--- src/hdl/vus_pkg.sv ---
// ----------------------------------------------------------------------------
// vus_pkg: shared types and constants for the utterance segmenter
// event and action codes, register indexes and reset values, widths and internal structs
// ----------------------------------------------------------------------------
`default_nettype none

package vus_pkg;

   // counter, event code and csr field widths
   localparam int COUNT_W   = 12;
   localparam int PRE_W     = 8;
   localparam int SIL_W     = 10;
   localparam int EVENT_W   = 3;
   localparam int CSR_ADR_W = 2;
   localparam int CSR_DAT_W = 12;

   localparam logic [COUNT_W-1:0] COUNT_MAX = {COUNT_W{1'b1}};
   localparam logic [SIL_W-1:0]   SIL_MAX   = {SIL_W{1'b1}};

   // event codes
   localparam logic [EVENT_W-1:0] EV_IDLE_FLUSH = 3'd0;
   localparam logic [EVENT_W-1:0] EV_PREROLL    = 3'd1;
   localparam logic [EVENT_W-1:0] EV_STARTED    = 3'd2;
   localparam logic [EVENT_W-1:0] EV_APPENDED   = 3'd3;
   localparam logic [EVENT_W-1:0] EV_COMPLETE   = 3'd4;
   localparam logic [EVENT_W-1:0] EV_DISCARDED  = 3'd5;

   // action codes
   localparam logic ACT_FRAME = 1'b0;
   localparam logic ACT_FLUSH = 1'b1;

   // register indexes
   localparam logic [CSR_ADR_W-1:0] REG_PREROLL_LIMIT = 2'd0;
   localparam logic [CSR_ADR_W-1:0] REG_END_SILENCE   = 2'd1;
   localparam logic [CSR_ADR_W-1:0] REG_MIN_SPEECH    = 2'd2;
   localparam logic [CSR_ADR_W-1:0] REG_MAX_UTTERANCE = 2'd3;

   // register reset values
   localparam logic [PRE_W-1:0] PREROLL_LIMIT_RST = 8'd20;
   localparam logic [SIL_W-1:0] END_SILENCE_RST   = 10'd40;
   localparam logic [SIL_W-1:0] MIN_SPEECH_RST    = 10'd8;
   localparam logic [11:0]      MAX_UTTERANCE_RST = 12'd3000;

   typedef struct packed {
      logic [PRE_W-1:0] preroll_limit;
      logic [SIL_W-1:0] end_silence;
      logic [SIL_W-1:0] min_speech;
      logic [11:0]      max_utterance;
   } cfg_type;

   typedef struct packed {
      logic [EVENT_W-1:0] event_res;
      logic [COUNT_W-1:0] utterance_frames;
      logic               speaking;
   } result_type;

endpackage

`default_nettype wire

--- src/hdl/vus_utterance_segmenter_top.sv ---
// ----------------------------------------------------------------------------
// vad_utterance_segmenter_top: frame-level speech endpointing
// pre-roll, start, append, hangover or max-length end and flush over per-frame vad verdicts
// ----------------------------------------------------------------------------
//  channel   | dir | handshake               | payload
//  ----------+-----+-------------------------+-----------------------------------
//  req_*     | in  | req_tvalid / req_tready | tuser: action; tdata: frame_is_speech
//  rsp_*     | out | rsp_tvalid / rsp_tready | tuser: event_res;
//            |     |                         | tdata: utterance_frames, speaking
//  csr_*     | in  | csr_we                  | csr_addr register index, csr_wdata
//
//  one request per cycle while req_tready is high; its result shows on rsp in the cycle after acceptance
//  the state update and the result are computed in the accept cycle and the
//  result sits in a single output register
//  req_tready is low only while that register holds a result that is not taken
//  synchronous active-high reset clears the counters and the output valid and
//  returns the registers to 20 / 40 / 8 / 3000
// ----------------------------------------------------------------------------
`default_nettype none

module vad_utterance_segmenter_top (
   input  wire logic         clock,
   input  wire logic         reset,
   // request channel
   input  wire logic         req_tvalid,
   output logic              req_tready,
   input  wire logic [7:0]   req_tdata,   // [0] frame_is_speech, [7:1] zero
   input  wire logic         req_tuser,   // [0] action
   // response channel
   output logic              rsp_tvalid,
   input  wire logic         rsp_tready,
   output logic [15:0]       rsp_tdata,   // [11:0] utterance_frames, [12] speaking, [15:13] zero
   output logic [2:0]        rsp_tuser,   // [2:0] event_res
   // configuration write port
   input  wire logic         csr_we,
   input  wire logic [1:0]   csr_addr,
   input  wire logic [11:0]  csr_wdata
);

   vus_pkg::cfg_type    cfg;
   vus_pkg::result_type result;
   vus_pkg::result_type rsp_data;
   logic                room;
   logic                req_accept;

   assign req_tready = room;
   assign req_accept = req_tvalid && room;

   vus_cfg_regs u_cfg (
      .clock     (clock),
      .reset     (reset),
      .csr_we    (csr_we),
      .csr_addr  (csr_addr),
      .csr_wdata (csr_wdata),
      .cfg       (cfg)
   );

   // counters move only on an accepted request
   vus_seg_core u_core (
      .clock     (clock),
      .reset     (reset),
      .load      (req_accept),
      .action    (req_tuser),
      .is_speech (req_tdata[0]),
      .cfg       (cfg),
      .result    (result)
   );

   vus_rsp_reg u_rsp (
      .clock      (clock),
      .reset      (reset),
      .load       (req_accept),
      .result     (result),
      .rsp_tready (rsp_tready),
      .rsp_tvalid (rsp_tvalid),
      .rsp_data   (rsp_data),
      .room       (room)
   );

   assign rsp_tuser = rsp_data.event_res;
   assign rsp_tdata = {3'b000, rsp_data.speaking, rsp_data.utterance_frames};

   // a stalled result blocks new requests
   a_stall_blocks_req : assert property (@(posedge clock) disable iff (reset)
      (rsp_tvalid && !rsp_tready) |-> !req_tready)
      else $error("request taken while result stalled");

   // an ended utterance reports not speaking
   a_end_not_speaking : assert property (@(posedge clock) disable iff (reset)
      (rsp_tvalid && (rsp_tuser == vus_pkg::EV_COMPLETE ||
                      rsp_tuser == vus_pkg::EV_DISCARDED)) |-> !rsp_tdata[12])
      else $error("speaking set on ended utterance");

   // start and append report speaking
   a_open_speaking : assert property (@(posedge clock) disable iff (reset)
      (rsp_tvalid && (rsp_tuser == vus_pkg::EV_STARTED ||
                      rsp_tuser == vus_pkg::EV_APPENDED)) |-> rsp_tdata[12])
      else $error("speaking clear inside utterance");

   // idle events carry no length
   a_idle_zero_len : assert property (@(posedge clock) disable iff (reset)
      (rsp_tvalid && (rsp_tuser == vus_pkg::EV_PREROLL ||
                      rsp_tuser == vus_pkg::EV_IDLE_FLUSH)) |-> (rsp_tdata[12:0] == 13'd0))
      else $error("idle event with length or speaking");

   // an accepted request always yields a valid result next cycle
   a_accept_gives_rsp : assert property (@(posedge clock) disable iff (reset)
      req_accept |=> rsp_tvalid)
      else $error("accepted request lost");

endmodule

`default_nettype wire

--- src/hdl/vus_cfg_regs.sv ---
// ----------------------------------------------------------------------------
// vus_cfg_regs: configuration register file
// write-only registers loaded from the csr write port
// ----------------------------------------------------------------------------
`default_nettype none

module vus_cfg_regs (
   input  wire logic                            clock,
   input  wire logic                            reset,
   input  wire logic                            csr_we,
   input  wire logic [vus_pkg::CSR_ADR_W-1:0]   csr_addr,
   input  wire logic [vus_pkg::CSR_DAT_W-1:0]   csr_wdata,
   output vus_pkg::cfg_type                     cfg
);

   vus_pkg::cfg_type cfg_ff;
   vus_pkg::cfg_type cfg_in;

   always_comb begin
      cfg_in = cfg_ff;
      if (csr_we) begin
         unique case (csr_addr)
            vus_pkg::REG_PREROLL_LIMIT:
               cfg_in.preroll_limit = csr_wdata[vus_pkg::PRE_W-1:0];
            vus_pkg::REG_END_SILENCE:
               cfg_in.end_silence = csr_wdata[vus_pkg::SIL_W-1:0];
            vus_pkg::REG_MIN_SPEECH:
               cfg_in.min_speech = csr_wdata[vus_pkg::SIL_W-1:0];
            vus_pkg::REG_MAX_UTTERANCE:
               cfg_in.max_utterance = csr_wdata[11:0];
            default: cfg_in = cfg_ff;
         endcase
      end
   end

   always_ff @(posedge clock) begin
      if (reset) begin
         cfg_ff.preroll_limit <= vus_pkg::PREROLL_LIMIT_RST;
         cfg_ff.end_silence   <= vus_pkg::END_SILENCE_RST;
         cfg_ff.min_speech    <= vus_pkg::MIN_SPEECH_RST;
         cfg_ff.max_utterance <= vus_pkg::MAX_UTTERANCE_RST;
      end else begin
         cfg_ff <= cfg_in;
      end
   end

   assign cfg = cfg_ff;

endmodule

`default_nettype wire

--- src/hdl/vus_seg_core.sv ---
// ----------------------------------------------------------------------------
// vus_seg_core: endpointing state and per-frame update
// holds the segmenter counters and computes the result of one request
// ----------------------------------------------------------------------------
`default_nettype none

module vus_seg_core (
   input  wire logic                clock,
   input  wire logic                reset,
   input  wire logic                load,
   input  wire logic                action,
   input  wire logic                is_speech,
   input  wire vus_pkg::cfg_type    cfg,
   output vus_pkg::result_type      result
);

   logic                        in_utt_ff,  in_utt_in;
   logic [vus_pkg::PRE_W-1:0]   pre_ff,     pre_in;
   logic [vus_pkg::COUNT_W-1:0] utt_ff,     utt_in;
   logic [vus_pkg::COUNT_W-1:0] spc_ff,     spc_in;
   logic [vus_pkg::SIL_W-1:0]   sil_ff,     sil_in;

   logic [vus_pkg::PRE_W-1:0]   pre_next;
   logic [vus_pkg::COUNT_W-1:0] utt_next;
   logic [vus_pkg::COUNT_W-1:0] spc_next;
   logic [vus_pkg::SIL_W-1:0]   sil_next;
   logic [vus_pkg::COUNT_W-1:0] min_speech_ext;
   logic                        keep_flush;
   logic                        keep_end;
   logic                        end_hit;

   always_comb begin
      min_speech_ext = vus_pkg::COUNT_W'(cfg.min_speech);

      // pre-roll count clamps to the limit
      pre_next = (pre_ff < cfg.preroll_limit) ? pre_ff + 1'b1 : cfg.preroll_limit;

      // saturating counters while speaking
      utt_next = (utt_ff != vus_pkg::COUNT_MAX) ? utt_ff + 1'b1 : utt_ff;
      if (is_speech) begin
         spc_next = (spc_ff != vus_pkg::COUNT_MAX) ? spc_ff + 1'b1 : spc_ff;
         sil_next = '0;
      end else begin
         spc_next = spc_ff;
         sil_next = (sil_ff != vus_pkg::SIL_MAX) ? sil_ff + 1'b1 : sil_ff;
      end

      end_hit = (sil_next >= cfg.end_silence) ||
                (utt_next >= vus_pkg::COUNT_W'(cfg.max_utterance));
      keep_flush = (spc_ff >= min_speech_ext) && (utt_ff != '0);
      keep_end   = (spc_next >= min_speech_ext) && (utt_next != '0);

      in_utt_in = in_utt_ff;
      pre_in    = pre_ff;
      utt_in    = utt_ff;
      spc_in    = spc_ff;
      sil_in    = sil_ff;

      result.event_res        = vus_pkg::EV_IDLE_FLUSH;
      result.utterance_frames = '0;

      if (action == vus_pkg::ACT_FLUSH) begin
         if (in_utt_ff) begin
            result.utterance_frames = utt_ff;
            result.event_res = keep_flush ? vus_pkg::EV_COMPLETE : vus_pkg::EV_DISCARDED;
         end
         in_utt_in = 1'b0;
         pre_in    = '0;
         utt_in    = '0;
         spc_in    = '0;
         sil_in    = '0;
      end else if (!in_utt_ff) begin
         if (is_speech) begin
            // open an utterance that includes the pre-roll
            in_utt_in = 1'b1;
            pre_in    = '0;
            utt_in    = vus_pkg::COUNT_W'(pre_next);
            spc_in    = vus_pkg::COUNT_W'(1);
            sil_in    = '0;
            result.utterance_frames = vus_pkg::COUNT_W'(pre_next);
            result.event_res        = vus_pkg::EV_STARTED;
         end else begin
            pre_in           = pre_next;
            result.event_res = vus_pkg::EV_PREROLL;
         end
      end else begin
         result.utterance_frames = utt_next;
         if (end_hit) begin
            result.event_res = keep_end ? vus_pkg::EV_COMPLETE : vus_pkg::EV_DISCARDED;
            in_utt_in = 1'b0;
            pre_in    = '0;
            utt_in    = '0;
            spc_in    = '0;
            sil_in    = '0;
         end else begin
            result.event_res = vus_pkg::EV_APPENDED;
            utt_in = utt_next;
            spc_in = spc_next;
            sil_in = sil_next;
         end
      end

      result.speaking = in_utt_in;
   end

   always_ff @(posedge clock) begin
      if (reset) begin
         in_utt_ff <= 1'b0;
         pre_ff    <= '0;
         utt_ff    <= '0;
         spc_ff    <= '0;
         sil_ff    <= '0;
      end else if (load) begin
         in_utt_ff <= in_utt_in;
         pre_ff    <= pre_in;
         utt_ff    <= utt_in;
         spc_ff    <= spc_in;
         sil_ff    <= sil_in;
      end
   end

endmodule

`default_nettype wire

--- src/hdl/vus_rsp_reg.sv ---
// ----------------------------------------------------------------------------
// vus_rsp_reg: response output register
// holds one result until the downstream side takes it
// ----------------------------------------------------------------------------
`default_nettype none

module vus_rsp_reg (
   input  wire logic                 clock,
   input  wire logic                 reset,
   input  wire logic                 load,
   input  wire vus_pkg::result_type  result,
   input  wire logic                 rsp_tready,
   output logic                      rsp_tvalid,
   output vus_pkg::result_type       rsp_data,
   output logic                      room
);

   logic                valid_ff, valid_in;
   vus_pkg::result_type data_ff;

   // a new result may land when the slot is empty or drains this cycle
   assign room = !valid_ff || rsp_tready;

   always_comb begin
      valid_in = valid_ff;
      if (load) begin
         valid_in = 1'b1;
      end else if (rsp_tready) begin
         valid_in = 1'b0;
      end
   end

   always_ff @(posedge clock) begin
      if (reset) begin
         valid_ff <= 1'b0;
      end else begin
         valid_ff <= valid_in;
      end
   end

   always_ff @(posedge clock) begin
      if (load) begin
         data_ff <= result;
      end
   end

   assign rsp_tvalid = valid_ff;
   assign rsp_data   = data_ff;

endmodule

`default_nettype wire
--- config.mk ---
export PLATFORM = sky130hd
export DESIGN_NAME = vad_utterance_segmenter_top
export DESIGN_NICKNAME = d
export VERILOG_FILES = /design/src/hdl/vus_pkg.sv /design/src/hdl/vus_utterance_segmenter_top.sv /design/src/hdl/vus_cfg_regs.sv /design/src/hdl/vus_seg_core.sv /design/src/hdl/vus_rsp_reg.sv
export SDC_FILE = /design/constraint.sdc
export NUM_CORES = 1
export LEC_CHECK = 0
export BUFFER_PORTS_ARGS = -buffer_cell sky130_fd_sc_hd__buf_2
export CAP_MARGIN = 20
export CORE_MARGIN = 2
export CORE_UTILIZATION = 60
export DETAILED_ROUTE_END_ITERATION = 8
export GPL_TIMING_DRIVEN = 0
export PLACE_DENSITY = 0.79
export SYNTH_ARGS = -nofsm -noshare
export SYNTH_HDL_FRONTEND = slang
export SYNTH_HIERARCHICAL = 1
export SYNTH_SLANG_ARGS = --single-unit
--- constraint.sdc ---
create_clock -name clock -period 9.65 [get_ports clock]
set_clock_uncertainty 0.1 [all_clocks]
set_input_delay 1.93 -clock clock [delete_from_list [all_inputs] [get_ports clock]]
set_output_delay 1.93 -clock clock [all_outputs]
set_load 0.1 [all_outputs]
-- Yosys cells after proc, flatten, opt, wreduce, memory -nomap -nowiden
Index checks and enable logic that the tools add are counted.
- register bits after elaboration: 100
- bits of input ports: 28
- output and inout port bits: 21
- word-level logic and storage cells: 82
- add/sub/neg operators: 4
- $lt $le $gt $ge: 5
- equality and inequality tests: 7
- muxes and demuxes: 36
- reduce and logical (&&, ||, !) cells: 17
- operators by type and width (kind ; count):
    two-way mux 12 bit ; 11
    two-way mux 10 bit ; 6
    two-way mux 8 bit ; 6
    two-way mux 15 bit ; 3
    adder 12 x 1 -> 12 bit (second input constant) ; 2
    greater-or-equal comparator 12 x 10 -> 1 bit ; 2
    inequality test 12 bit (second input constant) ; 2
    nonzero test 12 bit ; 2
    greater-or-equal comparator 12 bit ; 1
    AND reduction 2 bit ; 6
    adder 10 x 1 -> 10 bit (second input constant) ; 1
    greater-or-equal comparator 10 bit ; 1
    inequality test 10 bit (second input constant) ; 1
    adder 8 x 1 -> 8 bit (second input constant) ; 1
    < comparator 8 bit ; 1
    two-way mux 1 bit ; 8
    == test 2 bit (second input constant) ; 2
    logical AND 1 bit ; 3
    two-way mux 3 bit ; 1
    inequality test 3 bit (second input constant) ; 1
    nonzero test 3 bit ; 1
    == test 2 x 1 -> 1 bit (second input constant) ; 1
    zero test 2 bit ; 1
    logical OR 1 bit ; 2
    3 further kinds ; 3

-- Logic depth before layout (Yosys ltp)
- depth after elaboration: 9
- depth in mapped cells: 16
- depth with buffers taken out: 12

-- Cells and area by module
The synthesis kept the hierarchy.
- by module, submodules not included (module ; times used ; cells an instance ; area each (um2) ; seq. area each (um2)):
    vus_seg_core ; 1 ; 621 ; 4583.1 ; 860.8
    vus_cfg_regs ; 1 ; 156 ; 1616.6 ; 800.8
    vus_rsp_reg ; 1 ; 20 ; 526.8 ; 500.5
    vad_utterance_segmenter_top ; 1 ; 5 ; 32.5 ; 0.0

-- Worst setup path before layout
Ideal clock, no wire load.
- kind: input -> output
- start point: in rsp_tready
- end point: out req_tready
- arrival time: 2.228 ns
- data required time: 7.620 ns
- slack: 5.392 ns
- stages on the path: 1
- path buffers: 0
- cell sequence: nand2b_4
- longest elaborated chain between the ends: 1
- ends and longest elaborated chain (item ; RTL line ; text):
    from (decl) ; vus_utterance_segmenter_top.sv:31 ; input wire logic rsp_tready,
    logical OR 1 bit ; vus_rsp_reg.sv:22 ; assign room = !valid_ff || rsp_tready;
    to (decl) ; vus_utterance_segmenter_top.sv:26 ; output logic req_tready,
No other way between the ends.

-- Worst setup path after layout
- start point: in req_tdata[0]
- end point: reg u_core/sil_ff[0] in the netlist's numbering
- longest elaborated chain between the ends: 6
- elaborated cells on any way between the ends: 8
- classes of those cells: order compare: 1; mux: 4; reduce/logical: 3
- ends and longest elaborated chain (item ; RTL line ; text):
    from (decl) ; vus_utterance_segmenter_top.sv:27 ; input wire logic [7:0] req_tdata,
    two-way mux 10 bit ; vus_seg_core.sv:40 ; if (is_speech) begin
    greater-or-equal comparator 10 bit ; vus_seg_core.sv:48 ; end_hit = (sil_next >= cfg.end_silence) ||
    logical OR 1 bit ; vus_seg_core.sv:48 ;
    two-way mux 10 bit ; vus_seg_core.sv:88 ; if (end_hit) begin
    two-way mux 10 bit ; vus_seg_core.sv:72 ; end else if (!in_utt_ff) begin
    two-way mux 10 bit ; vus_seg_core.sv:62 ; if (action == vus_pkg::ACT_FLUSH) begin
    to (signal assigned) ; vus_seg_core.sv:118 ; sil_ff <= sil_in;
    to (decl) ; vus_seg_core.sv:21 ; logic [vus_pkg::SIL_W-1:0] sil_ff, sil_in;
Several ways; a longest one is shown, not always the timed one.
A chain may end at the register's enable or synchronous reset.

==> impl_metrics.toml <==
[outcome]
outcome = "complete, but fails checks"
violations = "design-rule violations"

[clocking]
path_clk_slew_ns = 0.06
cts_tree = "yes"
root_buffer = "clkbuf_16"
htree_levels = 3
postCtsSetupRepairBufs = 0
cts_sinks = 100
cts-hold-fix-buffers = 0
cts_max_path_buffers = 2
insertion_delay_ns = 0.35
cts_buffers = 9
postCtsResizedCells = 0

[yosys]
seq_area_frac_synth = 0.320
yosysTopAreaCell = "dfxtp_1"
ys_top_cells_by_area = "dfxtp_1 25%, ha_1 10%, mux2i_1 7.7%"
yosysMostFrequentCell = "dfxtp_1"
syn-cell-area_sq_um = 6760
ys_ff_latch = 100
synthArstFlopShare = 0
yosysTopAreaCellShare = 0.249
synth_cell_type_count = 67
syn_avg_cell_area_sq_um = 8.43
ys.flop_type = "dfxtp_1"
ys_warn_count = 6
ys_top_cells_by_count = "84 x dfxtp_1, 73 x nand2_1, 54 x ha_1"
syn_inst = 802
synth_edf_count = 16

[cells_and_area]
diodes = 0
drive_gt1_frac = 0.121
regArea_sq_um = 2160
fill_cells = 919
final_nets = 936
area_delta_synth_final_pct = 10.8
multi_input_area_sq_um = 4120
stdcell_count = 999

[worst_setup_path]
crit_start = "req_tdata[0]"
critPathCaptureType = "flop"
cp.required_ns = 9.81
start_kind = "input pin"
worstSetupPathType = "in -> reg"
cp_max_fo = 10
cp.arrival_ns = 4.96
reg2reg_from = "u_core/utt_ff[2]$_SDFFE_PP0P_"

[sta]
setup-violations-final = 0
fmax_ghz = 0.208
rsz0062_at_grt = "false"
fin_hold_ws_ns = 0.380
min_period_over_period = 0.497
slew_headroom = 0.511
fin_crit_ns = 4.80
setup_ws_ns = 4.85
setup-tns-final_ns = 0
slew_viol_final = 0
hold_viol = 0
tightest_slew_ns = 0.734

[pwr]
power.density_nw_per_um2 = 130
peakVddDrop_uv = 138
leakage_nw = 3.15

[global_route]
grt_pass1_wl_microns = 30300
grt_max_degree = 25
antenna_found_initial = 0
gr-total-overflow = 0
grt_pass1_vias = 5868
grtUsageTotal = 0.325

[floorplanning]
ios = 49
die_area_sq_um = 12100
fp.dieW_microns = 110
num_rows = 38
dieHeight_microns = 110
start_util = 0.618
coreArea_sq_um = 10900

[route]
drt_wl_total_microns = 18800
dr.first_iter.drc_count = 588
drc = 1
routed-via-count = 6288
ant_nets = 0
vias_per_cell = 6.29
wl_per_cell_microns = 18.9
drt_first_pass_iters = 9

[placed_design]
placed_cells = 982
port_buffers = 37
gp_congestion = 0.985
place_worst_setup_slack_ns = 4.51
hpwl_microns = 14000

[job]
maxCapViolations = 0

[worst_hold_path]
min_from = "u_cfg/cfg[24]$_SDFFE_PP0P_"
hp-class = "reg -> reg"
[cell type report]
type / count / area share
tap: 140 / 0.0234
multi-input combinational: 596 / 0.550
clock buffer: 14 / 0.0394
timing repair buffer: 39 / 0.0291
sequential: 100 / 0.289
clock inverter: 2 / 0.00484
buffer: 55 / 0.0379
inverter: 53 / 0.0266
[worst paths after layout]
kind	cells past startpoint	slack (ns)	endpoint
worst max register to register	14	5.67	u_rsp/rsp_data[14]$_DFFE_PP_
worst max-delay path	11	4.85	u_core/sil_ff[0]$_SDFFE_PP0P_
worst min-delay path	2	0.38	u_cfg/cfg[24]$_SDFFE_PP0P_
worst min register to register	2	0.38	u_cfg/cfg[24]$_SDFFE_PP0P_
[cell families (layout without fill, tap and decap cells)]
logic type,after synthesis,count (layout),share of synthesized area
AOI/OAI and AO/OA,140,140,0.137
DFF,100,100,0.320
adders and majority gates,54,54,0.100
and+or+nand+nor,312,312,0.244
xor gates and xnor gates,25,25,0.0324
buffers and inverters,108,163,0.0715
other,1,3,0.000555
muxes,62,62,0.0946
[through the flow]
step,utilization,cell area (sq um),total power [mW]
2_1_floorplan,-,6770,0.545
3_5_place_dp,0.652,7130,0.579
6_report,0.685,7490,0.971
4_1_cts,0.682,7460,0.970
3_3_place_gp,0.652,7130,0.576
5_1_grt,0.685,7490,1.00
[report_power, final]
| group | leakage, nW | total (mW) | internal, mW | switching (mW) |
|---|---|---|---|---|
| Clock | 0.165 | 0.396 | 0.238 | 0.158 |
| Sequential | 0.843 | 0.441 | 0.434 | 0.00615 |
| Combinational | 2.15 | 0.135 | 0.0366 | 0.0982 |
| Total | 3.15 | 0.971 | 0.709 | 0.262 |
[worst max-delay path, cell delays in order]
cell,delay [ns]
buf_2,0.12
buf_2,0.28
clkbuf_1,0.47
nor2_1,0.15
ha_1,0.32
a211oi_1,0.26
o21ai_1,0.20
a211oi_2,0.34
buf_2,0.34
nand3_1,0.25
o31ai_1,0.28
[state kept, by name, summed over array words and instances, names as in the netlist]
signal / count
u_core/spc_ff: 12
u_core/in_utt_ff: 1
u_core/sil_ff: 10
u_core/utt_ff: 12
u_cfg/cfg: 40
u_core/pre_ff: 8
u_rsp/rsp_tvalid: 1
u_rsp/rsp_data: 16
[cells in the final DEF, fill, tap and decap left out, types with 4 or more instances in the layout]
master	count
mux2i_1	52
nor3_1	12
dfxtp_1	84
nand2_1	73
nand2b_1	46
a21o_1	6
a211oi_1	4
a41oi_1	4
xnor2_1	15
and3_1	13
xor2_1	10
o21ai_1	8
edfxtp_1	16
ha_1	54
o221ai_1	4
a21oi_1	37
and4_1	8
nor2_1	50
o21ai_0	21
buf_6	4
o211ai_1	15
a31oi_1	9
buf_2	55
nand4_1	28
o22ai_1	5
clkbuf_1	27
or3_1	5
clkbuf_16	10
buf_4	7
nand3_1	42
mux2_2	7
and2_1	8
inv_1	50
nor2b_1	8
nor4_1	5
[routing by layer]
layer | global-route usage | vias up | wire [microns]
met5 | 0 | - | 0
met4 | 0.122 | 0 | 520
met3 | 0.0617 | 53 | 1520
met2 | 0.505 | 293 | 8570
met1 | 0.447 | 2981 | 8220
li1 | - | 2961 | -
Note: power is estimated with default switching activity, not from simulation.
